File: config.mk
export PLATFORM = sky130hd
export DESIGN_NAME = l3d_front
export DESIGN_NICKNAME = d
export VERILOG_FILES = /design/src/rtl/l3d_pkg.sv /design/src/rtl/l3d_front.sv
export SDC_FILE = /design/constraint.sdc
export NUM_CORES = 1
export LEC_CHECK = 0
export BUFFER_PORTS_ARGS = -buffer_cell sky130_fd_sc_hd__buf_4
export CORE_MARGIN = 2
export CORE_UTILIZATION = 35
export DETAILED_ROUTE_END_ITERATION = 6
export HOLD_SLACK_MARGIN = 0.03
export PLACE_DENSITY_LB_ADDON = 0.12
export SLEW_MARGIN = 20
export SYNTH_ARGS = -nofsm -noshare
export SYNTH_HDL_FRONTEND = slang
export SYNTH_SLANG_ARGS = --single-unit
File: constraint.sdc
create_clock -name i_clk -period 13.9 [get_ports i_clk]
set_input_delay 0.695 -clock i_clk [delete_from_list [all_inputs] [get_ports i_clk]]
set_output_delay 0.695 -clock i_clk [all_outputs]
set_load 0.02 [all_outputs]
File: src/rtl/l3d_pkg.sv
// Shared definitions for the 3D colour lookup table: command codes, field widths
// and the metadata record that travels beside the corner reads.
// No dependencies.
`timescale 1ns / 1ps

package l3d_pkg;

    localparam logic [1:0] CMD_APPLY = 2'd0;
    localparam logic [1:0] CMD_WRITE = 2'd1;
    localparam logic [1:0] CMD_READ  = 2'd2;

    localparam int FRAC_BITS = 12;
    localparam int PIX_W     = 13;
    localparam logic [PIX_W-1:0] ONE_Q = 13'd4096;
    localparam int CRD_W     = 6;
    localparam int IN_W      = 16;
    localparam int OUT_W     = 16;
    localparam int GS_W      = 5;
    localparam int GRID_SIZE_RESET = 17;

    // Register index as seen in paddr[2].
    localparam logic REG_GRID_SIZE = 1'b0;

    typedef struct packed {
        logic                 valid;
        logic                 bad;
        logic [FRAC_BITS-1:0] fr;
        logic [FRAC_BITS-1:0] fg;
        logic [FRAC_BITS-1:0] fb;
        logic [2:0]           par;
    } t_meta;

endpackage

File: src/rtl/l3d_front.sv
// Front end of the pipeline: command decode, pixel scaling onto the grid,
// corner selection and bank addressing for reads and writes. Depends on l3d_pkg.
`timescale 1ns / 1ps

module l3d_front #(
    parameter int GRID_MAX   = 17,
    parameter int VALUE_BITS = 16,
    localparam int NW = $clog2(GRID_MAX + 1),
    localparam int H  = GRID_MAX / 2 + 1,
    localparam int AW = $clog2(H * H * H),
    localparam int VB = VALUE_BITS
) (
    input  logic                            i_clk,
    input  logic                            i_rst_n,
    input  logic                            i_accept,
    input  logic [1:0]                      i_command,
    input  logic [l3d_pkg::PIX_W-1:0]       i_in_red,
    input  logic [l3d_pkg::PIX_W-1:0]       i_in_green,
    input  logic [l3d_pkg::PIX_W-1:0]       i_in_blue,
    input  logic [l3d_pkg::CRD_W-1:0]       i_grid_r,
    input  logic [l3d_pkg::CRD_W-1:0]       i_grid_g,
    input  logic [l3d_pkg::CRD_W-1:0]       i_grid_b,
    input  logic signed [l3d_pkg::IN_W-1:0] i_new_red,
    input  logic signed [l3d_pkg::IN_W-1:0] i_new_green,
    input  logic signed [l3d_pkg::IN_W-1:0] i_new_blue,
    input  logic [NW-1:0]                   i_n,
    output logic [AW-1:0]                   o_raddr [8],
    output logic [7:0]                      o_we,
    output logic [AW-1:0]                   o_waddr,
    output logic [3*VB-1:0]                 o_wdata,
    output l3d_pkg::t_meta                  o_meta
);

    localparam int DW   = $clog2(GRID_MAX);
    localparam int IW   = NW;
    localparam int FB   = l3d_pkg::FRAC_BITS;
    localparam int PW   = l3d_pkg::PIX_W + DW;
    localparam int CW   = (NW > l3d_pkg::CRD_W) ? NW : l3d_pkg::CRD_W;
    localparam int MAXV = (1 << (VB - 1)) - 1;

    logic                 r_a_valid;
    logic [1:0]           r_a_cmd;
    logic [PW-1:0]        r_a_pos [3];
    logic [IW-1:0]        r_a_crd [3];
    logic                 r_a_in;
    logic signed [VB-1:0] r_a_new [3];
    l3d_pkg::t_meta       r_meta;

    logic [DW-1:0]        d;
    logic [l3d_pkg::PIX_W-1:0] pix [3];
    logic [CW-1:0]        crd [3];
    logic                 in_grid;
    logic [DW:0]          i0;
    logic [IW-1:0]        lo [3];
    logic [IW-1:0]        hi [3];
    logic [FB-1:0]        fr [3];
    logic [IW-1:0]        cc [3];
    logic [2:0]           wbank;

    function automatic logic signed [VB-1:0] sat_in(input logic signed [15:0] v);
        logic signed [31:0] w;
        w = 32'(v);
        if (w > MAXV) begin
            return VB'(MAXV);
        end
        if (w < -MAXV - 1) begin
            return VB'(-MAXV - 1);
        end
        return w[VB-1:0];
    endfunction

    function automatic logic [l3d_pkg::PIX_W-1:0] sat_pix(input logic [l3d_pkg::PIX_W-1:0] c);
        return (c > l3d_pkg::ONE_Q) ? l3d_pkg::ONE_Q : c;
    endfunction

    assign d = DW'(i_n - 1'b1);
    assign pix[0] = sat_pix(i_in_red);
    assign pix[1] = sat_pix(i_in_green);
    assign pix[2] = sat_pix(i_in_blue);
    assign crd[0] = CW'(i_grid_r);
    assign crd[1] = CW'(i_grid_g);
    assign crd[2] = CW'(i_grid_b);
    assign in_grid = (crd[0] < CW'(i_n)) && (crd[1] < CW'(i_n)) && (crd[2] < CW'(i_n));

    // Stage A: scale each component by n-1 and register the decoded command.
    always_ff @(posedge i_clk) begin
        if (!i_rst_n) begin
            r_a_valid <= 1'b0;
        end else begin
            r_a_valid <= i_accept;
        end
        if (i_accept) begin
            r_a_cmd <= i_command;
            r_a_in  <= in_grid;
            for (int a = 0; a < 3; a++) begin
                r_a_pos[a] <= PW'(pix[a]) * PW'(d);
                r_a_crd[a] <= in_grid ? crd[a][IW-1:0] : '0;
            end
            r_a_new[0] <= sat_in(i_new_red);
            r_a_new[1] <= sat_in(i_new_green);
            r_a_new[2] <= sat_in(i_new_blue);
        end
    end

    // Stage B: lower corner and weight per axis, then one address per bank.
    always_comb begin
        for (int a = 0; a < 3; a++) begin
            i0 = r_a_pos[a][PW-1:FB];
            if (r_a_cmd == l3d_pkg::CMD_APPLY) begin
                if (i0 >= (DW + 1)'(d)) begin
                    lo[a] = IW'(d);
                    fr[a] = '0;
                end else begin
                    lo[a] = IW'(i0);
                    fr[a] = r_a_pos[a][FB-1:0];
                end
            end else begin
                lo[a] = r_a_crd[a];
                fr[a] = '0;
            end
            hi[a] = lo[a] + 1'b1;
        end
        for (int k = 0; k < 8; k++) begin
            for (int a = 0; a < 3; a++) begin
                cc[a] = (lo[a][0] == k[2-a]) ? lo[a] : hi[a];
            end
            o_raddr[k] = AW'((int'(cc[0][IW-1:1]) * H + int'(cc[1][IW-1:1])) * H
                             + int'(cc[2][IW-1:1]));
        end
    end

    assign wbank   = {lo[0][0], lo[1][0], lo[2][0]};
    assign o_waddr = o_raddr[wbank];
    assign o_wdata = {r_a_new[0], r_a_new[1], r_a_new[2]};

    always_comb begin
        o_we = '0;
        if (r_a_valid && r_a_cmd == l3d_pkg::CMD_WRITE && r_a_in) begin
            o_we[wbank] = 1'b1;
        end
    end

    always_ff @(posedge i_clk) begin
        if (!i_rst_n) begin
            r_meta.valid <= 1'b0;
        end else begin
            r_meta.valid <= r_a_valid && (r_a_cmd == l3d_pkg::CMD_APPLY ||
                                          r_a_cmd == l3d_pkg::CMD_READ);
        end
        r_meta.bad <= (r_a_cmd == l3d_pkg::CMD_READ) && !r_a_in;
        r_meta.fr  <= fr[0];
        r_meta.fg  <= fr[1];
        r_meta.fb  <= fr[2];
        r_meta.par <= wbank;
    end

    assign o_meta = r_meta;

endmodule

### After elaboration in Yosys (flattened, before gate mapping)

Memory sizes are Yosys's and may differ from the RTL's.
Index checks and enable logic that the tools add are counted.
W data, S select, Z words.

* $add $sub $neg: 16
* $mul: 9
* order comparisons: 18
* equality and inequality tests: 2
* muxes and demuxes: 56
* bitwise operators: 2
* reductions and logical operators: 13

Operators by type and width (number)
* $mux W16: 15
* $mux W5: 15
* $add A32 B5 Y32: 2
* $mul A32 B5 Y10 const B: 2
* $add A10 B5 Y10: 6
* $mul A13 B5 Y18: 3
* $gt A16 B16 Y1 const B: 3
* $lt A16 B16 Y1 const B: 3
* $gt A13 B13 Y1 const B: 3
* $mux W13: 3
* $bmux W10 S3: 1
* $add A10 B4 Y10: 2
* $mul A9 B4 Y10 const B: 2
* $mux W10: 2
* $add A8 B4 Y9: 2
* $ge A6 B5 Y1: 3
* $lt A6 B5 Y1: 3
* $mux W1: 18
* $mul A4 B4 Y8 const B: 2
* $add A5 B1 Y5 const B: 3
* $mux W8: 1
* $logic_and A1 B1 Y1: 7
* $reduce_or A2 Y1: 3
* $sub A5 B1 Y5 const B: 1
* other kinds (11): 11

* register bits after elaboration: 45
* bits in writable memories: 117
* input bits: 115
* output and inout bits: 187
* memories: 3

Memory list
* r_a_pos: words 3, width 18, rd ports 3, clocked after memory_dff 0, write ports 3, RTL line l3d_front.sv:43 `logic [PW-1:0] r_a_pos [3];`
* r_a_new: words 3, width 16, rd ports 3, clocked after memory_dff 0, write ports 3, RTL line l3d_front.sv:46 `logic signed [VB-1:0] r_a_new [3];`
* r_a_crd: words 3, width 5, rd ports 3, clocked after memory_dff 0, write ports 3, RTL line l3d_front.sv:44 `logic [IW-1:0] r_a_crd [3];`

### Logic depth before layout (Yosys ltp)

Gate-level depths: netlist of run 1.

* depth after elaboration: 13
* depth in mapped cells: 39
* gate-level depth less buffers: 36

### Worst setup path before layout of run 1

Ideal clock, no wire load.

* kind: input -> output
* start point: input i_n[0]
* end point: output o_waddr[8]
* data arrival time: 8.148 ns
* data required time: 13.205 ns
* setup slack: 5.057 ns
* stages on the path: 37
* path buffers: 5
* cells stage by stage: buf_2 -> inv_1 -> ha_1 -> xor2_1 -> clkbuf_1 -> inv_1 -> ha_1 -> a21o_1 -> a31oi_1 -> o21a_2 -> buf_6 -> o211ai_4 -> clkbuf_1 -> clkbuf_1 -> ha_1 -> nand3_1 -> nor2_1 -> a31oi_2 -> a21boi_4 -> xnor2_1 -> ha_1 -> ha_1 -> a21oi_1 -> nor2_1 -> xnor2_1 -> xnor3_1 -> ha_1 -> ha_1 -> nor2b_1 -> nor2_1 -> xnor2_1 -> nand2_1 -> nor2_1 -> xnor2_1 -> nor2_1 -> o311ai_0 -> o21a_1

RTL lines
* from (decl): RTL line l3d_front.sv:26 `input logic [NW-1:0] i_n,`
* to (decl): RTL line l3d_front.sv:29 `output logic [AW-1:0] o_waddr,`

### Worst setup path after layout of run 1

* start point: input i_n[0]
* end point: output o_waddr[9]

* word-level cells in the longest chain between the ends: 13
* elaborated cells on any way between the ends: 41

Ends and longest elaborated chain
* $sub A5 B1 Y5 (*): RTL line l3d_front.sv:76 `assign d = DW'(i_n - 1'b1);`
* $ge A6 B5 Y1: RTL line l3d_front.sv:110 `if (i0 >= (DW + 1)'(d)) begin`
* $mux W5: RTL line l3d_front.sv:110
* $mux W5: RTL line l3d_front.sv:109 `if (r_a_cmd == l3d_pkg::CMD_APPLY) begin`
* $add A5 B1 Y5: RTL line l3d_front.sv:121 `hi[a] = lo[a] + 1'b1;`
* $mux W5: RTL line l3d_front.sv:125 `cc[a] = (lo[a][0] == k[2-a]) ? lo[a] : hi[a];`
* $mul A4 B4 Y8: RTL line l3d_front.sv:127 `o_raddr[k] = AW'((int'(cc[0][IW-1:1]) * H + int'(cc[1][IW-1:1])) * H`
* $add A32 B5 Y32 or $add A8 B4 Y9 (tied branches): RTL line l3d_front.sv:127
* $mul A32 B5 Y10 or $mul A9 B4 Y10 (tied branches): RTL line l3d_front.sv:127
* $add A10 B5 Y10 or $add A10 B4 Y10 (tied branches): RTL line l3d_front.sv:128 `+ int'(cc[2][IW-1:1]));`
* $bmux W10 S3 (*): RTL line l3d_front.sv:133 `assign o_waddr = o_raddr[wbank];`
* $mux W10 (implied by the code) (*) (2 in a row): RTL line l3d_front.sv:133

Every way passes the cells marked *; elsewhere a longest branch is shown, timed or not. The select of a mux whose other input is x is not followed.

==> flow_summary.ini, run 1 <==
[synth]
synth_edf_count = 120
synth_cells = 1807
async_reset_ff_frac = 0
yosys-top-cells-area = edfxtp_1 21%, ha_1 16%, fa_1 14%
synthTopCellsByCount = 213 x nand2_1, 210 x ha_1, 183 x inv_1
synth_warnings = 0
syn-cell-area_um2 = 16800
ys_seq_area_frac = 0.264
yosysTopAreaCell = edfxtp_1
yosysMostFrequentCell = nand2_1
synth_nets = 2247
yosysTopAreaCellShare = 0.214
ys.flop_type = edfxtp_1
synth.distinct_cells = 68
ys_ff_latch = 162
avgSynthCellArea_um2 = 9.31

[sta]
setup-violations-final = 0
period_needed_ns = 10.17
worstMarginPinSlew_ns = 0.884
maxSlewHeadroom = 0.411
rsz0062_at_grt = false
timing.setup.tns_ns = 0
fmax_ghz = 0.0983
fin_skew_ns = 0.0123
hold_viol_final = 0
fin_crit_sh = 0.732
slew_violations = 0

[clocking]
htree_levels = 4
post_cts_buffers = 0
clk_latency_ns = 0.47
clk_pin_slew_ns = 0.08
clock-sinks = 162
cts-root-buf = clkbuf_16
cts_buffers = 17
cts_max_path_buffers = 2
cts_tree = built
cts-resized-gates = 0
cts_hold_buf = 0

[detailed_routing]
drtIter0Drc = 628
wl_per_cell_um = 17.5
ant_nets = 0
avgViaCountPerCell = 4.83
num_vias = 12900
dr.pass1.iters = 5
drt-total-wl_mm = 46.7
drc = 0

[run_status]
outcome = finished, final reports clean

[die]
die_width_um = 223
ioPinCount = 302
dieArea_um2 = 49900
initial_utilization = 0.353
rows = 80
core_area_um2 = 47600
die_h_um = 223

[setup_path]
cp-start-kind = input port
cp_slowest_stage_delay_ns = 0.51
end_kind = output pin
crit_path_frequent_cell = ha_1
slowest_stage = o21a_2
crit_arrival_ns = 9.48
path_class = in -> out
worst_ep_required_time_ns = 13.20
path_max_fanout = 42

[layout]
diodes = 0
area_delta_synth_final_pct = 20.0
drive_gt1_frac = 0.186
num-nets-final = 2477

[placed_design]
hpwl_mm = 38.1
place_congestion = 0.891
port_buffers = 301

[global_route]
grt_overflow_total = 0
antenna_found_initial = 0
grtUsageTotal = 0.192
grt_first_pass_wirelength_mm = 74.0
grt_max_degree = 64
grt_pass1_vias = 13500

[hold_path]
hp-class = in -> reg

[job]
maxCapViolCount = 0
placed cells by master (no fill, tap or decap), types with 7 or more instances in the layout:
master	synthesis	routed
edfxtp_1	120	120
a211oi_1	11	11
ha_1	210	210
a21oi_1	74	74
nand3_1	15	15
nand2_1	213	213
o211ai_1	7	7
or2_2	8	8
fa_1	115	115
and2_1	101	101
o21a_1	7	7
nor2_1	110	109
o21bai_1	20	20
nand2b_1	22	22
a21o_1	42	42
xor2_1	51	50
xnor2_1	112	111
mux2i_1	11	11
o21ai_0	40	40
clkbuf_16	0	17
nor2b_1	61	61
dfxtp_1	42	42
and3_1	34	34
buf_4	0	311
inv_1	183	183
nor3_1	21	21
metrics by stage:
step	setup slack, ns	instance area, um2	utilization	cells	hold slack, ns
6_report	3.73	20200	0.424	2665	0.391
2_1_floorplan	5.06	16800	-	1807	0.420
3_5_place_dp	3.77	19600	0.411	2633	0.432
5_1_grt	2.96	20200	0.424	2665	0.347
3_3_place_gp	3.96	19600	0.411	2633	0.428
4_1_cts	3.75	20200	0.424	2665	0.349
sequential cells by signal, summed over array words and instances, names as in the netlist:
signal / flops
r_a_crd: 15
r_a_in: 1
r_a_cmd: 2
r_a_new: 48
r_a_valid: 1
o_meta: 41
r_a_pos: 54
logic make-up after synthesis:
family,share of synthesized area
buf+inv,0.0642
compound gates,0.0978
fa+ha+maj,0.293
simple gates,0.175
mux,0.00922
xor+xnor,0.0969
flops,0.264
worst paths after layout:
check / startpoint / to / slack (ns) / depth (start not counted)
setup / recovery: i_n[0] / o_waddr[9] / 3.73 / 38
hold / removal: i_new_green[3] / r_a_new[0][19] / 0.39 / 1
setup reg to reg: r_a_pos[0][48] / o_meta[0] / 10.78 / 9
hold reg to reg: r_a_pos[0][29] / o_meta[26] / 0.45 / 1
layout make-up:
cell class	instances	area (um2)
well taps	615	769
repair buffers	311	2330
multi-input cells	1361	11300
inverters	184	691
flip-flops and latches	162	4440
clock inverters	15	194
fillers	4798	27400
clock buffers	17	425
per-layer routing:
| layer | vias to the layer above | track usage | part of all wire |
|---|---|---|---|
| li1 | 6418 | - | - |
| met1 | 6165 | 0.249 | 0.46 |
| met2 | 255 | 0.327 | 0.48 |
| met3 | 46 | 0.0346 | 0.034 |
| met4 | 0 | 0.0553 | 0.022 |
| met5 | - | 0 | 0 |
worst max-delay path, delay by kind of cell:
| family | cells | cell delay [ns] |
|---|---|---|
| buffers and inverters | 5 | 1.26 |
| AND/OR/NAND/NOR | 12 | 1.64 |
| adder cells (fa/ha/maj) | 8 | 2.48 |
| AO/OA/AOI/OAI | 7 | 1.98 |
| XOR/XNOR | 6 | 1.42 |
Power of run 1 is not shown: default switching activity piles up to over one toggle a cycle in this logic, so the estimate is an artifact.
==> run 2, diff against run 1 <==
clock period = 10 ns   (was 13.9 ns; I/O delays follow)
==> run 2 against run 1 <==
Compared with the run above:
- via count increased by 0.59%
- core utilization hardly changed
- sequential share of layout area is essentially flat
- critical path depth shrank 2
- setup slack worse by 2.5 ns
==> flow_summary.ini, run 2 (synthesis gave the netlist of run 1 again) <==
[setup_path]
cp-start-kind = input port
end_kind = output pin
rr_startpoint = r_a_pos[0][48]
worst_ep_required_time_ns = 9.50
cp_slowest_stage_delay_ns = 0.49
r2r_cells = 9
path_class = in -> out
r2r_setup_slack_ns = 6.98
crit_arrival_ns = 8.31
slowest_stage = o21a_2
path_max_fanout = 20
crit_path_start = i_n[0]
endpoint = o_waddr[8]
rr_endpoint = o_meta[0]
crit_path_frequent_cell = ha_1

[die]
ioPinCount = 302
rows = 80
die_h_um = 223
dieArea_um2 = 49900
die_width_um = 223
initial_utilization = 0.353
core_area_um2 = 47600

[clocking]
htree_levels = 4
cts-root-buf = clkbuf_16
clk_pin_slew_ns = 0.08
cts_tree = built
cts_max_path_buffers = 2
clock-sinks = 162
cts-resized-gates = 0
cts_buffers = 17
post_cts_buffers = 0
clk_latency_ns = 0.48
cts_hold_buf = 0

[sta]
period_needed_ns = 8.81
setup-violations-final = 0
timing.setup.tns_ns = 0
fin_skew_ns = 0.0110
maxSlewHeadroom = 0.365
fin_crit_sh = 0.881
worstMarginPinSlew_ns = 0.942
rsz0062_at_grt = false
slew_violations = 0
hold_viol_final = 0
fmax_ghz = 0.113
fin_ws_ns = 1.19

[layout]
most-common-layout-cells = 313 x buf_4, 213 x nand2_1, 210 x ha_1
largest_reg_flops = 54
num-nets-final = 2479
drive_gt1_frac = 0.187
area_delta_synth_final_pct = 20.2
layout_commonest_cell = buf_4
diodes = 0
top_register = r_a_pos
fin_cells = 2667

[detailed_routing]
dr.pass1.iters = 5
ant_nets = 0
drc = 0
drtIter0Drc = 676
avgViaCountPerCell = 4.86
num_vias = 13000
drt-total-wl_mm = 46.8
wl_per_cell_um = 17.5

[placed_design]
port_buffers = 301
place_inst = 2635
place_congestion = 0.891
place_ws_ns = 1.23
hpwl_mm = 37.9

[hold_path]
hold_start = i_new_blue[12]
hp-class = in -> reg

[job]
maxCapViolCount = 0

[global_route]
grtUsageTotal = 0.191
antenna_found_initial = 0
grt_overflow_total = 0
grt_pass1_vias = 13400
grt_first_pass_wirelength_mm = 73.9
grt_max_degree = 70

[run_status]
outcome = finished, final reports clean
run 2: cell type report:
class	count	area, um2
sequential	162	4440
fill	4752	27400
tap	615	769
clock buffer	21	526
clock inverter	11	101
inverter	184	691
timing repair buffer	313	2350
multi-input combinational	1361	11300
run 2: through the flow:
step           instance area (um2)  hold WS, ns  utilization
3_3_place_gp                 19600        0.424        0.411
4_1_cts                      20200        0.143        0.424
5_1_grt                      20200        0.162        0.424
2_1_floorplan                16800        0.420            -
6_report                     20200        0.196        0.424
3_5_place_dp                 19600        0.425        0.411
run 2: worst min-delay path by stage:
stage | end | depth (start not counted) | slack [ns]
2_1_floorplan | o_meta[15] | 1 | 0.42
3_3_place_gp | o_meta[26] | 1 | 0.42
3_5_place_dp | o_meta[20] | 1 | 0.43
4_1_cts | r_a_new[0][44] | 1 | 0.14
5_1_grt | r_a_new[0][4] | 1 | 0.16
6_report | r_a_new[0][44] | 1 | 0.20
run 2: critical path, delay by kind of cell:
family | cells | cell delay (ns)
simple gates | 11 | 1.38
buf+inv | 4 | 0.52
fa+ha+maj | 7 | 2.23
xor+xnor | 6 | 1.35
compound gates | 8 | 2.32
run 2: per-layer routing:
layer	wire, um	global-route usage	part of all wire	vias up
met3	1610	0.0296	0.034	46
met4	828	0.0570	0.018	0
li1	-	-	-	6416
met2	22700	0.328	0.49	275
met5	0	0	0	-
met1	21600	0.249	0.46	6223
Power of run 2 is left out for the same reason.
