[src/rtl/l3d_pkg.sv]
// Shared definitions for the 3D colour lookup table: command codes, field widths
// and the metadata record that travels beside the corner reads.
// No dependencies.
`timescale 1ns / 1ps

package l3d_pkg;

    localparam logic [1:0] CMD_APPLY = 2'd0;
    localparam logic [1:0] CMD_WRITE = 2'd1;
    localparam logic [1:0] CMD_READ  = 2'd2;

    localparam int FRAC_BITS = 12;
    localparam int PIX_W     = 13;
    localparam logic [PIX_W-1:0] ONE_Q = 13'd4096;
    localparam int CRD_W     = 6;
    localparam int IN_W      = 16;
    localparam int OUT_W     = 16;
    localparam int GS_W      = 5;
    localparam int GRID_SIZE_RESET = 17;

    // Register index as seen in paddr[2].
    localparam logic REG_GRID_SIZE = 1'b0;

    typedef struct packed {
        logic                 valid;
        logic                 bad;
        logic [FRAC_BITS-1:0] fr;
        logic [FRAC_BITS-1:0] fg;
        logic [FRAC_BITS-1:0] fb;
        logic [2:0]           par;
    } t_meta;

endpackage

[src/rtl/l3d_fill.sv]
// Identity ramp fill engine: a restoring divider for 4096/(n-1), then a sweep over
// every bank address writing all eight banks at once. Depends on l3d_pkg.
`timescale 1ns / 1ps

module l3d_fill #(
    parameter int GRID_MAX   = 17,
    parameter int VALUE_BITS = 16,
    localparam int NW = $clog2(GRID_MAX + 1),
    localparam int DW = $clog2(GRID_MAX),
    localparam int H  = GRID_MAX / 2 + 1,
    localparam int HW = $clog2(H),
    localparam int AW = $clog2(H * H * H),
    localparam int VB = VALUE_BITS
) (
    input  logic            i_clk,
    input  logic            i_rst_n,
    input  logic            i_start,
    input  logic [NW-1:0]   i_n,
    output logic            o_busy,
    output logic            o_we,
    output logic [AW-1:0]   o_addr,
    output logic [3*VB-1:0] o_data [8]
);

    localparam int QW   = $clog2(2 * H * 4096 + 1) + 1;
    localparam int MAXV = (1 << (VB - 1)) - 1;
    localparam int PW   = l3d_pkg::PIX_W;

    localparam logic [1:0] S_IDLE  = 2'd0;
    localparam logic [1:0] S_DIV   = 2'd1;
    localparam logic [1:0] S_PREP  = 2'd2;
    localparam logic [1:0] S_SWEEP = 2'd3;

    logic [1:0]    r_state;
    logic [3:0]    r_cnt;
    logic [DW-1:0] r_rem;
    logic [PW-1:0] r_quo;
    logic [QW-1:0] r_q2, r_q1;
    logic [DW-1:0] r_r2, r_m1;
    logic [HW-1:0] r_ra, r_ga, r_ba;
    logic [AW-1:0] r_addr;
    logic [QW-1:0] r_gq [3][2];
    logic [DW-1:0] r_gm [3][2];

    logic [DW-1:0] d, h;
    logic [DW:0]   div_t;
    logic          div_ge;
    logic [DW:0]   r2s, m1s;
    logic [QW-1:0] n_gq [3][2];
    logic [DW-1:0] n_gm [3][2];
    logic [DW:0]   stp;

    assign d      = DW'(i_n - 1'b1);
    assign h      = d >> 1;
    assign div_t  = {r_rem, (r_cnt == 4'd12)};
    assign div_ge = div_t >= {1'b0, d};
    assign r2s    = {r_rem, 1'b0};
    assign m1s    = {1'b0, h} + {1'b0, r_rem};

    // Next value of every generator after one step of two grid points.
    always_comb begin
        for (int a = 0; a < 3; a++) begin
            for (int p = 0; p < 2; p++) begin
                stp = {1'b0, r_gm[a][p]} + {1'b0, r_r2};
                if (stp >= {1'b0, d}) begin
                    n_gm[a][p] = DW'(stp - {1'b0, d});
                    n_gq[a][p] = r_gq[a][p] + r_q2 + 1'b1;
                end else begin
                    n_gm[a][p] = DW'(stp);
                    n_gq[a][p] = r_gq[a][p] + r_q2;
                end
            end
        end
    end

    function automatic logic [VB-1:0] sat_ramp(input logic [QW-1:0] q);
        if (int'(q) > MAXV) begin
            return VB'(MAXV);
        end
        return VB'(q);
    endfunction

    always_ff @(posedge i_clk) begin
        if (!i_rst_n) begin
            r_state <= S_DIV;
            r_cnt   <= 4'd12;
            r_rem   <= '0;
            r_quo   <= '0;
        end else if (i_start) begin
            r_state <= S_DIV;
            r_cnt   <= 4'd12;
            r_rem   <= '0;
            r_quo   <= '0;
        end else begin
            unique case (r_state)
                S_DIV: begin
                    r_rem <= div_ge ? DW'(div_t - {1'b0, d}) : DW'(div_t);
                    r_quo <= {r_quo[PW-2:0], div_ge};
                    r_cnt <= r_cnt - 1'b1;
                    if (r_cnt == 4'd0) begin
                        r_state <= S_PREP;
                    end
                end
                S_PREP: begin
                    if (r2s >= {1'b0, d}) begin
                        r_r2 <= DW'(r2s - {1'b0, d});
                        r_q2 <= QW'({r_quo, 1'b1});
                    end else begin
                        r_r2 <= DW'(r2s);
                        r_q2 <= QW'({r_quo, 1'b0});
                    end
                    for (int a = 0; a < 3; a++) begin
                        r_gq[a][0] <= '0;
                        r_gm[a][0] <= h;
                        if (m1s >= {1'b0, d}) begin
                            r_gq[a][1] <= QW'(r_quo) + 1'b1;
                            r_gm[a][1] <= DW'(m1s - {1'b0, d});
                        end else begin
                            r_gq[a][1] <= QW'(r_quo);
                            r_gm[a][1] <= DW'(m1s);
                        end
                    end
                    if (m1s >= {1'b0, d}) begin
                        r_q1 <= QW'(r_quo) + 1'b1;
                        r_m1 <= DW'(m1s - {1'b0, d});
                    end else begin
                        r_q1 <= QW'(r_quo);
                        r_m1 <= DW'(m1s);
                    end
                    r_ra    <= '0;
                    r_ga    <= '0;
                    r_ba    <= '0;
                    r_addr  <= '0;
                    r_state <= S_SWEEP;
                end
                S_SWEEP: begin
                    r_addr <= r_addr + 1'b1;
                    if (r_ba != HW'(H - 1)) begin
                        r_ba    <= r_ba + 1'b1;
                        r_gq[2] <= n_gq[2];
                        r_gm[2] <= n_gm[2];
                    end else begin
                        r_ba       <= '0;
                        r_gq[2][0] <= '0;
                        r_gm[2][0] <= h;
                        r_gq[2][1] <= r_q1;
                        r_gm[2][1] <= r_m1;
                        if (r_ga != HW'(H - 1)) begin
                            r_ga    <= r_ga + 1'b1;
                            r_gq[1] <= n_gq[1];
                            r_gm[1] <= n_gm[1];
                        end else begin
                            r_ga       <= '0;
                            r_gq[1][0] <= '0;
                            r_gm[1][0] <= h;
                            r_gq[1][1] <= r_q1;
                            r_gm[1][1] <= r_m1;
                            r_ra       <= r_ra + 1'b1;
                            r_gq[0]    <= n_gq[0];
                            r_gm[0]    <= n_gm[0];
                            if (r_ra == HW'(H - 1)) begin
                                r_state <= S_IDLE;
                            end
                        end
                    end
                end
                default: begin
                    r_state <= S_IDLE;
                end
            endcase
        end
    end

    assign o_busy = r_state != S_IDLE;
    assign o_we   = r_state == S_SWEEP;
    assign o_addr = r_addr;

    always_comb begin
        for (int k = 0; k < 8; k++) begin
            o_data[k] = {sat_ramp(r_gq[0][(k >> 2) & 1]),
                         sat_ramp(r_gq[1][(k >> 1) & 1]),
                         sat_ramp(r_gq[2][k & 1])};
        end
    end

endmodule

[config.mk]
export PLATFORM = sky130hd
export DESIGN_NAME = l3d_fill
export DESIGN_NICKNAME = d
export VERILOG_FILES = /design/src/rtl/l3d_pkg.sv /design/src/rtl/l3d_fill.sv
export SDC_FILE = /design/constraint.sdc
export NUM_CORES = 1
export LEC_CHECK = 0
export BUFFER_PORTS_ARGS = -buffer_cell sky130_fd_sc_hd__clkbuf_2
export CORE_MARGIN = 2
export CORE_UTILIZATION = 36
export CTS_BUF_LIST = sky130_fd_sc_hd__clkbuf_8
export DETAILED_ROUTE_END_ITERATION = 10
export PLACE_DENSITY = 0.63
export SETUP_SLACK_MARGIN = 0.2
export SYNTH_ARGS = -nofsm -noshare
export SYNTH_HDL_FRONTEND = slang
export SYNTH_SLANG_ARGS = --single-unit
export TNS_END_PERCENT = 10
[constraint.sdc]
create_clock -name i_clk -period 11.9 [get_ports i_clk]
set_input_delay 1.19 -clock i_clk [delete_from_list [all_inputs] [get_ports i_clk]]
set_output_delay 1.19 -clock i_clk [all_outputs]
set_load 0.05 [all_outputs]
---- Word-level counts from Yosys, hierarchy flattened ----
Memories as Yosys holds them, arrays and structs flattened.
Index checks and enable logic that the tools add are counted.
word-level totals
  memory bits (writable) .................. 138
  input bits .............................. 8
  memories ................................ 2
  output and inout bits ................... 396
  bits in registers ....................... 84
  logic and storage cells ................. 225
memory list
  name  depth  width  read ports  clocked after Yosys merged registers in  wr ports  RTL line        RTL
  r_gq  3      36     3           0                                        3         l3d_fill.sv:42  logic [QW-1:0] r_gq [3][2];
  r_gm  3      10     3           0                                        3         l3d_fill.sv:43  logic [DW-1:0] r_gm [3][2];
cells by class
  add/sub/neg operators ................... 35
  order comparisons ....................... 15
  bitwise gates (word level) .............. 28
  eq/ne operators ......................... 11
  mux-type cells .......................... 111
  reductions and logical operators ........ 9
operators by type and width
  kind                   count
  $mux 18                19
  $mux 16                12
  $mux 5                 22
  $add 18x1->18 const B  6
  $add 18x14->18         6
  $gt 18x15->1 const B   6
  $ge 6x5->1             9
  $sub 5x5->5            9
  $mux 1                 43
  $add 5x5->6            6
  $or 1x1->1             26
  $pmux 4 s2             3
  $mux 4                 5
  $pmux 10 s2            1
  $add 13x1->14 const B  1
  $mux 13                1
  $add 4x1->4 const B    3
  $add 10x1->10 const B  1
  $eq 4x4->1 const B     2
  $mux 2                 4
  $ne 4x4->1 const B     2
  $reduce_and 4->1       2
  $add 4x5->6            1
  $ne 2x2->1 const B     3
  other kinds (12)       16

---- Logic depth before layout (Yosys ltp) ----
Gate-level depths: netlist of run 1.
  word-level depth ........................ 11
  depth in mapped cells ................... 17
  mapped depth without buffers ............ 16

---- Worst setup path after synthesis of run 1 ----
No wires, ideal clock.
  path kind ............................... input to register
  start point ............................. in i_n[0]
  end point ............................... mem r_gq[0][80] in the netlist's numbering, data pin
  stages .................................. 16
  slack ................................... 6.437 ns
  data required time ...................... 11.623 ns
  library setup time ...................... 0.277 ns
  arrival time ............................ 5.185 ns
  path buffers ............................ 0
  cells stage by stage .................... inv_1 -> ha_1 -> inv_1 -> ha_1 -> inv_1 -> fa_1 -> inv_1 -> ha_1 -> a21bo_2 -> a21o_1 -> a21o_1 -> a221oi_1 -> nand2_1 -> nand2_1 -> xor2_1 -> o221ai_1
RTL lines
  item                RTL line        RTL
  start: declaration  l3d_fill.sv:18  input logic [NW-1:0] i_n,
  end: declaration    l3d_fill.sv:42

==> impl_metrics.yaml, run 1 <==
sta:
  slew_violations: 0
  fin_setup_tns_ns: 0
  fin_ws_ns: 6.15
  final.setup_skew_ns: 0.0346
  hold_viol_final: 0
  finalHoldWorstSlack_ns: 0.491
  finalWorstPathRequiredPeriod_ns: 5.75
  max-slew-margin-rel_pct: 24.7
  setup_viol: 0
  achievable_freq_mhz: 174
  unrepaired_setup_endpoints_after_global_routing: "no"
  finalCritPeriodShare_pct: 48.3
  worst-slew-pin-transition_ns: 1.13
clock_tree:
  postCtsSetupBuffers: 0
  cts_resized: 0
  cts_tree: "built"
  h_tree_levels: 2
  clock_tree.buffer_depth: 3
  clockRootBuffer: "sky130_fd_sc_hd__clkbuf_8"
  post_cts_hold_fix_bufs: 0
  clkSinkCount: 222
  insertion_delay_of_the_later_clocked_pin_in_the_worst_skew_pair_ns: 0.64
  clock_pin_slew_worst_setup_and_hold_paths_ns: 0.06
  cts_inserted_buffers: 42
power:
  power.total_mw: 1.82
  leak_pwr_nw: 10.0
  ir_worst_vdd_v: 0.0000522
  power_density_nw_per_um2: 76.0
run_status:
  run_status: "complete, no violations"
route:
  num_vias: 18601
  remaining_drc_errors: 0
  drtPass1Iterations: 5
  post_drt_wl_per_cell_um: 18.2
  drt_iter0_drc: 1386
  route.detailed.vias_per_inst: 5.28
  detail_route.wirelength_mm: 64.1
  detail-route-antenna-nets: 0
synthesis:
  ys.flop_type: "sky130_fd_sc_hd__edfxtp_1"
  netlist.top_cell.by_area: "sky130_fd_sc_hd__edfxtp_1"
  synth.cell_area_um2: 22500
  avg_synthesized_cell_area_um2: 8.78
  synth-seq-area-share_pct: 28.6
  yosys_warnings: 0
  synth_edf_count: 198
  synthDominantCellAreaShare_pct: 26.5
  ys_top_cells_by_area: "sky130_fd_sc_hd__edfxtp_1 (26%), sky130_fd_sc_hd__ha_1 (10%), sky130_fd_sc_hd__buf_4 (9.8%)"
  post_synth_num_cell_types: 91
  synth.ff_latch_count: 222
  asyncSetResetFlopFracSynth_pct: 0
  postSynthCellCount: 2558
worst_setup_path:
  critPathCapture: "r_gq[0][5]"
  path_class: "primary input to flip-flop"
  cp_data_arrival_time_ns: 6.11
  worstSetupEndpointType: "flip-flop"
  worstPathBufferInverterCount: 4
  critical_path.reg2reg.startpoint: "r_r2[1]"
  cpLargestDelayFamily: "adder cells"
  worst_setup_path_startpoint: "i_n[0]"
  worstSetupPathDepth: 16
  reg_to_reg_critical_path_endpoint: "r_gq[0][70]"
  crit_path_cell_trace: "clkbuf_2 -> inv_1 -> ha_1 -> inv_1 -> ha_1 -> inv_1 -> fa_1 -> xnor2_1 -> ha_1 -> a21o_1 -> a21o_1 -> a221o_1 -> nor2_1 -> nor2_1 -> xnor2_1 -> a21oi_1"
  timing.critical_path.slowest_cell_delay_ns: 0.60
  regToRegSetupSlack_ns: 7.21
  worst-endpoint-required_ns: 12.26
  worst-path-max-fanout: 20
  slowest_stage: "sky130_fd_sc_hd__a221o_1"
  worstRegToRegCells: 12
  crit_path_start_kind: "primary input"
floorplanning:
  coreArea_um2: 61700
  core.rowCount: 91
  die_height_um: 254
  ios: 404
  design.die.area_um2: 64400
  initial_core_util_pct: 36.4
  die_width_um: 254
place:
  detailed_place.area_um2: 23200
  placed_cells_incl_taps: 3447
  dpl_worst_slack_ns: 5.57
  gp_routability_congestion: 0.887
  post-dp-hpwl_mm: 47.7
  portBuffers: 379
cells_and_area:
  instances_no_fill: 3526
  stdcell_area_um2: 24000
  finalNetCount: 2864
  fin_util_pct: 38.9
  area_growth_syn_to_layout_pct: 6.87
  drive_gt1_share_pct: 19.2
grt:
  grt_start_max_net_pins: 48
  grt_pass1_vias: 16810
  globalRouteTotalUtil_pct: 19.2
  grt_remaining_overflow: 0
  grt_first_pass_wirelength_mm: 96.8
  grt_antenna_before_repair: 1
hold_path:
  hold_path_class: "flip-flop to flip-flop"
  holdPathStages: 2
flow_run:
  maxCapViolations: 0
## registers in the layout, summed over array words and instances, names as in the netlist
name     count
o_addr      10
r_ba         4
r_cnt        4
r_ga         4
r_gm        30
r_gq       108
r_m1         5
r_q1        14
r_q2        14
r_quo       13
r_r2         5
r_ra         4
r_rem        5
r_state      2
## layout make-up
class | instances | area [um^2]
Sequential cell | 222 | 6430
Tap cell | 837 | 1050
Antenna cell | 1 | 2.50
Inverter | 90 | 338
Fill cell | 6283 | 37700
Clock buffer | 44 | 606
Timing Repair Buffer | 409 | 2120
Clock inverter | 34 | 178
Multi-Input combinational cell | 1889 | 13300
## layer usage
metal  share of wire, %  vias to the layer above  GRT usage [%]
li1                   -                     9128              -
met1                 44                     8800           25.7
met2                 47                      581           31.7
met3                6.0                       92           3.06
met4                2.9                        0           5.88
met5                  0                        -              0
## cells by family after synthesis
kind of cell / count (synthesis) / share of synthesized area (%)
buffers and inverters: 470 / 12.8
adder cells (fa/ha/maj): 202 / 12.0
AO/OA/AOI/OAI: 582 / 17.5
AND/OR/NAND/NOR: 809 / 18.2
flip-flops: 222 / 28.6
other: 1 / 0.0167
multiplexers: 46 / 2.08
XOR/XNOR: 226 / 8.84
## cell usage after synthesis, drive strengths merged (13+ instances only)
cell,n
and2,23
nor2b,25
ha,181
o21a,20
inv,90
or2,13
nor3b,13
o21ai,101
a21o,53
fa,21
clkbuf,74
or3,17
xnor2,144
buf,306
nor2,225
o2111ai,15
a211oi,62
o21bai,13
a21oi,154
o211ai,36
nand4,33
and3,32
edfxtp,198
dfxtp,24
nand2b,103
mux2i,41
nor3,45
xor2,82
a31oi,17
nand3,65
nand2,166
## where the power goes
group / internal (mW) / switching, mW
Sequential: 0.854 / 0.00418
Clock: 0.367 / 0.368
Combinational: 0.0851 / 0.147
## tightest hold or removal path, cell delays in order, from the launching register on
cell and delay (ns):
sky130_fd_sc_hd__dfxtp_1 0.31, sky130_fd_sc_hd__nor2_1 0.08, sky130_fd_sc_hd__a211oi_1 0.05
## placed cells by master, fill, tap and decap left out, types with 32 or more instances in the layout
cell type | Yosys | final
sky130_fd_sc_hd__edfxtp_1 | 198 | 198
sky130_fd_sc_hd__a21o_1 | 53 | 53
sky130_fd_sc_hd__inv_1 | 90 | 105
sky130_fd_sc_hd__nand2_1 | 166 | 166
sky130_fd_sc_hd__ha_1 | 181 | 181
sky130_fd_sc_hd__a21oi_1 | 153 | 153
sky130_fd_sc_hd__o211ai_1 | 34 | 34
sky130_fd_sc_hd__clkbuf_8 | 0 | 44
sky130_fd_sc_hd__o21ai_0 | 96 | 96
sky130_fd_sc_hd__nand3_1 | 65 | 65
sky130_fd_sc_hd__xor2_1 | 81 | 81
sky130_fd_sc_hd__a211oi_1 | 60 | 58
sky130_fd_sc_hd__and3_1 | 32 | 32
sky130_fd_sc_hd__xnor2_1 | 144 | 144
sky130_fd_sc_hd__nor2_1 | 225 | 224
sky130_fd_sc_hd__nand2b_1 | 103 | 103
sky130_fd_sc_hd__nand4_1 | 32 | 32
sky130_fd_sc_hd__mux2i_1 | 41 | 41
sky130_fd_sc_hd__clkbuf_2 | 4 | 379
sky130_fd_sc_hd__nor3_1 | 44 | 41
## how the worst min path moves through the flow
stage	start	endpoint	slack, ns
after floorplan	r_quo[11]	r_q2[12]	0.41
final	r_cnt[1]	r_cnt[1]	0.49
after CTS	r_cnt[1]	r_cnt[1]	0.49
after global placement	r_cnt[1]	r_cnt[1]	0.48
after detailed placement	r_cnt[1]	r_cnt[1]	0.49
after global routing	r_cnt[1]	r_cnt[1]	0.52
(Power assumes the default switching activity.)
==> inputs of run 2 (changes only) <==
--- a/config.mk
+++ b/config.mk
@@ -5,12 +5,13 @@
 export SDC_FILE = /design/constraint.sdc
 export NUM_CORES = 1
 export LEC_CHECK = 0
+export ABC_AREA = 1
 export BUFFER_PORTS_ARGS = -buffer_cell sky130_fd_sc_hd__clkbuf_2
 export CORE_MARGIN = 2
 export CORE_UTILIZATION = 36
 export CTS_BUF_LIST = sky130_fd_sc_hd__clkbuf_8
 export DETAILED_ROUTE_END_ITERATION = 10
-export PLACE_DENSITY = 0.63
+export PLACE_DENSITY = 0.64
 export SETUP_SLACK_MARGIN = 0.2
 export SYNTH_ARGS = -nofsm -noshare
 export SYNTH_HDL_FRONTEND = slang
==> constraint.sdc (replaced) <==
create_clock -name i_clk -period 4.67 [get_ports i_clk]
set_input_delay 0.467 -clock i_clk [delete_from_list [all_inputs] [get_ports i_clk]]
set_output_delay 0.467 -clock i_clk [all_outputs]
set_load 0.05 [all_outputs]
==> impl_metrics.yaml, run 2 <==
cells_and_area:
  area_growth_syn_to_layout_pct: 7.77
  mostFrequentLayoutCells: "sky130_fd_sc_hd__nand2_1 (802), sky130_fd_sc_hd__inv_1 (430), sky130_fd_sc_hd__clkbuf_2 (379), sky130_fd_sc_hd__nor2_1 (251), sky130_fd_sc_hd__a21oi_1 (225)"
  max_flop_register: "r_gq"
  final_common_cell: "sky130_fd_sc_hd__nand2_1"
  number_of_inserted_filler_cells_in_the_final_layout: 6621
  finalNetCount: 3579
  drive_gt1_share_pct: 17.3
  fin_util_pct: 39.3
  stdcell_area_um2: 24800
  largest_reg_flops: 108
  biggestRegsByFlops: "r_gq (108), r_gm (30)"
  instances_no_fill: 4252
sta:
  fin_setup_tns_ns: 0
  fin_ws_ns: 0.706
  finalCritPeriodShare_pct: 84.9
  setup_viol: 0
  hold_viol_final: 0
  achievable_freq_mhz: 252
  final.setup_skew_ns: 0.0367
  worst-slew-pin-transition_ns: 1.20
  max-slew-margin-rel_pct: 19.7
  finalWorstPathRequiredPeriod_ns: 3.96
  unrepaired_setup_endpoints_after_global_routing: "no"
  finalHoldWorstSlack_ns: 0.205
  slew_violations: 0
floorplanning:
  die_height_um: 257
  coreArea_um2: 63200
  ios: 404
  core.rowCount: 92
  die_width_um: 257
  initial_core_util_pct: 36.5
  design.die.area_um2: 66000
worst_setup_path:
  cp_data_arrival_time_ns: 4.30
  regToRegSetupSlack_ns: 0.71
  reg_to_reg_critical_path_endpoint: "r_gq[0][68]"
  worst-path-max-fanout: 16
  critical_path.reg2reg.startpoint: "r_r2[1]"
  worstSetupEndpointType: "flip-flop"
  crit_path_start_kind: "flip-flop"
  crit_path_cell_trace: "fa_1 -> inv_1 -> fa_1 -> nand3b_1 -> nand3_1 -> a21oi_1 -> nand2_1 -> inv_1 -> nor2_2 -> nand3_1 -> nor2_2 -> nand2_1 -> nand2_1 -> a21oi_1"
  worstPathBufferInverterCount: 2
  path_common_cell: "sky130_fd_sc_hd__nand2_1"
  path_class: "flip-flop to flip-flop"
  cpLargestDelayFamily: "simple AND/OR/NAND/NOR gates"
  slowest_stage: "sky130_fd_sc_hd__edfxtp_1"
  worst-endpoint-required_ns: 5.01
  worstRegToRegCells: 14
  timing.critical_path.slowest_cell_delay_ns: 0.71
synthesis:
  synthDominantCellAreaShare_pct: 25.8
  avg_synthesized_cell_area_um2: 7.12
  post_synth_num_cell_types: 57
  yosys_warnings: 0
  asyncSetResetFlopFracSynth_pct: 0
  synthTopCellsByCount: "sky130_fd_sc_hd__nand2_1 (802), sky130_fd_sc_hd__inv_1 (419), sky130_fd_sc_hd__buf_4 (296)"
  netlist.top_cell.by_area: "sky130_fd_sc_hd__edfxtp_1"
  synth.cell_area_um2: 23000
  ys_top_cells_by_area: "sky130_fd_sc_hd__edfxtp_1 (26%), sky130_fd_sc_hd__nand2_1 (13%), sky130_fd_sc_hd__ha_1 (9.8%)"
  yosys.cell_count.top_type: "sky130_fd_sc_hd__nand2_1"
  ys.flop_type: "sky130_fd_sc_hd__edfxtp_1"
  synth-seq-area-share_pct: 27.9
  synth_edf_count: 198
  synth.ff_latch_count: 222
  postSynthCellCount: 3234
clock_tree:
  cts_inserted_buffers: 45
  insertion_delay_of_the_later_clocked_pin_in_the_worst_skew_pair_ns: 0.63
  clock_tree.buffer_depth: 3
  clockRootBuffer: "sky130_fd_sc_hd__clkbuf_8"
  h_tree_levels: 2
  postCtsSetupBuffers: 0
  clock_pin_slew_worst_setup_and_hold_paths_ns: 0.06
  cts_tree: "built"
  clkSinkCount: 222
  post_cts_hold_fix_bufs: 0
  cts_resized: 0
route:
  route.detailed.vias_per_inst: 4.92
  drtPass1Iterations: 6
  detail_route.wirelength_mm: 66.2
  post_drt_wl_per_cell_um: 15.6
  drt_iter0_drc: 1412
  detail-route-antenna-nets: 0
  remaining_drc_errors: 0
  num_vias: 20933
power:
  ir_worst_vdd_v: 0.000190
  power_density_nw_per_um2: 196
  combinationalPowerShare_pct: 11.8
  power.total_mw: 4.87
  power.net_switching_mw: 1.37
  power_frac_clock_pct: 43.2
  leak_pwr_nw: 12.0
  switching_share_pct: 28.3
  cell_internal_pwr_mw: 3.49
  register_share_of_total_power_pct: 45.0
grt:
  grt_pass1_vias: 18909
  grt_antenna_before_repair: 5
  grt_remaining_overflow: 0
  grt_start_max_net_pins: 42
  globalRouteTotalUtil_pct: 19.4
  grt_first_pass_wirelength_mm: 102
place:
  placed_cells_incl_taps: 4168
  gp_routability_congestion: 0.900
  portBuffers: 379
  detailed_place.area_um2: 23900
  dpl_worst_slack_ns: 0.263
  post-dp-hpwl_mm: 50.3
run_status:
  run_status: "complete, no violations"
hold_path:
  holdPathStages: 2
  hold_path_class: "primary input to flip-flop"
  hold_start: "i_n[0]"
  hold_end: "r_r2[0]"
flow_run:
  maxCapViolations: 0
run 2: cell types whose count changed in the layout (fill, tap and decap cells not counted), moves of 31 or more:
| cell | change |
|---|---|
| sky130_fd_sc_hd__a21o_1 | -49 |
| sky130_fd_sc_hd__a211oi_1 | -53 |
| sky130_fd_sc_hd__inv_1 | +325 |
| sky130_fd_sc_hd__o21ai_0 | +112 |
| sky130_fd_sc_hd__nand3_1 | +126 |
| sky130_fd_sc_hd__nand2_1 | +636 |
| sky130_fd_sc_hd__a21oi_1 | +72 |
| sky130_fd_sc_hd__xnor2_1 | -115 |
| sky130_fd_sc_hd__and3_1 | -31 |
| sky130_fd_sc_hd__mux2i_1 | -41 |
| sky130_fd_sc_hd__nand2b_1 | -103 |
run 2: per-layer routing:
metal	track usage, %	wire length, um	vias up
met3	3.41	4370	143
met2	31.9	30400	621
li1	-	-	10584
met1	25.2	28500	9577
met5	0	54	-
met4	7.72	2800	8
run 2: layout make-up:
type	count	area (um^2)	share of cell area, %
flip-flops and latches	222	6430	25.9
multi-input cells	2262	12700	51.1
well taps	846	1060	4.26
clock buffers	48	661	2.66
diodes	1	2.50	0.0101
inverters	429	1610	6.49
clock inverters	35	239	0.962
repair buffers	409	2150	8.65
run 2: power groups by stage:
stage / registers (mW) / logic (mW) / clock network [mW]
after floorplan: 2.23 / 0.456 / 0
after global placement: 2.23 / 0.563 / 0
after detailed placement: 2.23 / 0.570 / 0
after CTS: 2.19 / 0.572 / 2.15
after global routing: 2.19 / 0.650 / 2.23
final: 2.19 / 0.576 / 2.10
run 2: cell families after synthesis:
logic type | count (synthesis) | share of synthesized area [%]
adder cells (fa/ha/maj) | 202 | 11.7
AND/OR/NAND/NOR | 1430 | 27.0
XOR/XNOR | 97 | 4.08
flip-flops | 222 | 27.9
AO/OA/AOI/OAI | 509 | 11.9
buffers and inverters | 773 | 17.5
other | 1 | 0.0163
run 2: worst register-to-register path, delay by kind of cell (launching register included):
family	cells	cell delay (ns)
adders and majority gates	2	1.12
AOI/OAI and AO/OA	2	0.14
DFF	1	0.71
and+or+nand+nor	8	1.36
buffers and inverters	2	0.35
run 2: worst max path at each step:
stage,startpoint,end,cells past startpoint
6_report,r_r2[1],r_gq[0][68],14
5_1_grt,r_r2[1],r_gq[0][68],14
4_1_cts,r_r2[1],r_gq[0][84],16
3_5_place_dp,i_n[0],r_gq[0][43],20
2_1_floorplan,i_n[0],r_gq[0][43],20
3_3_place_gp,i_n[0],r_gq[0][43],20
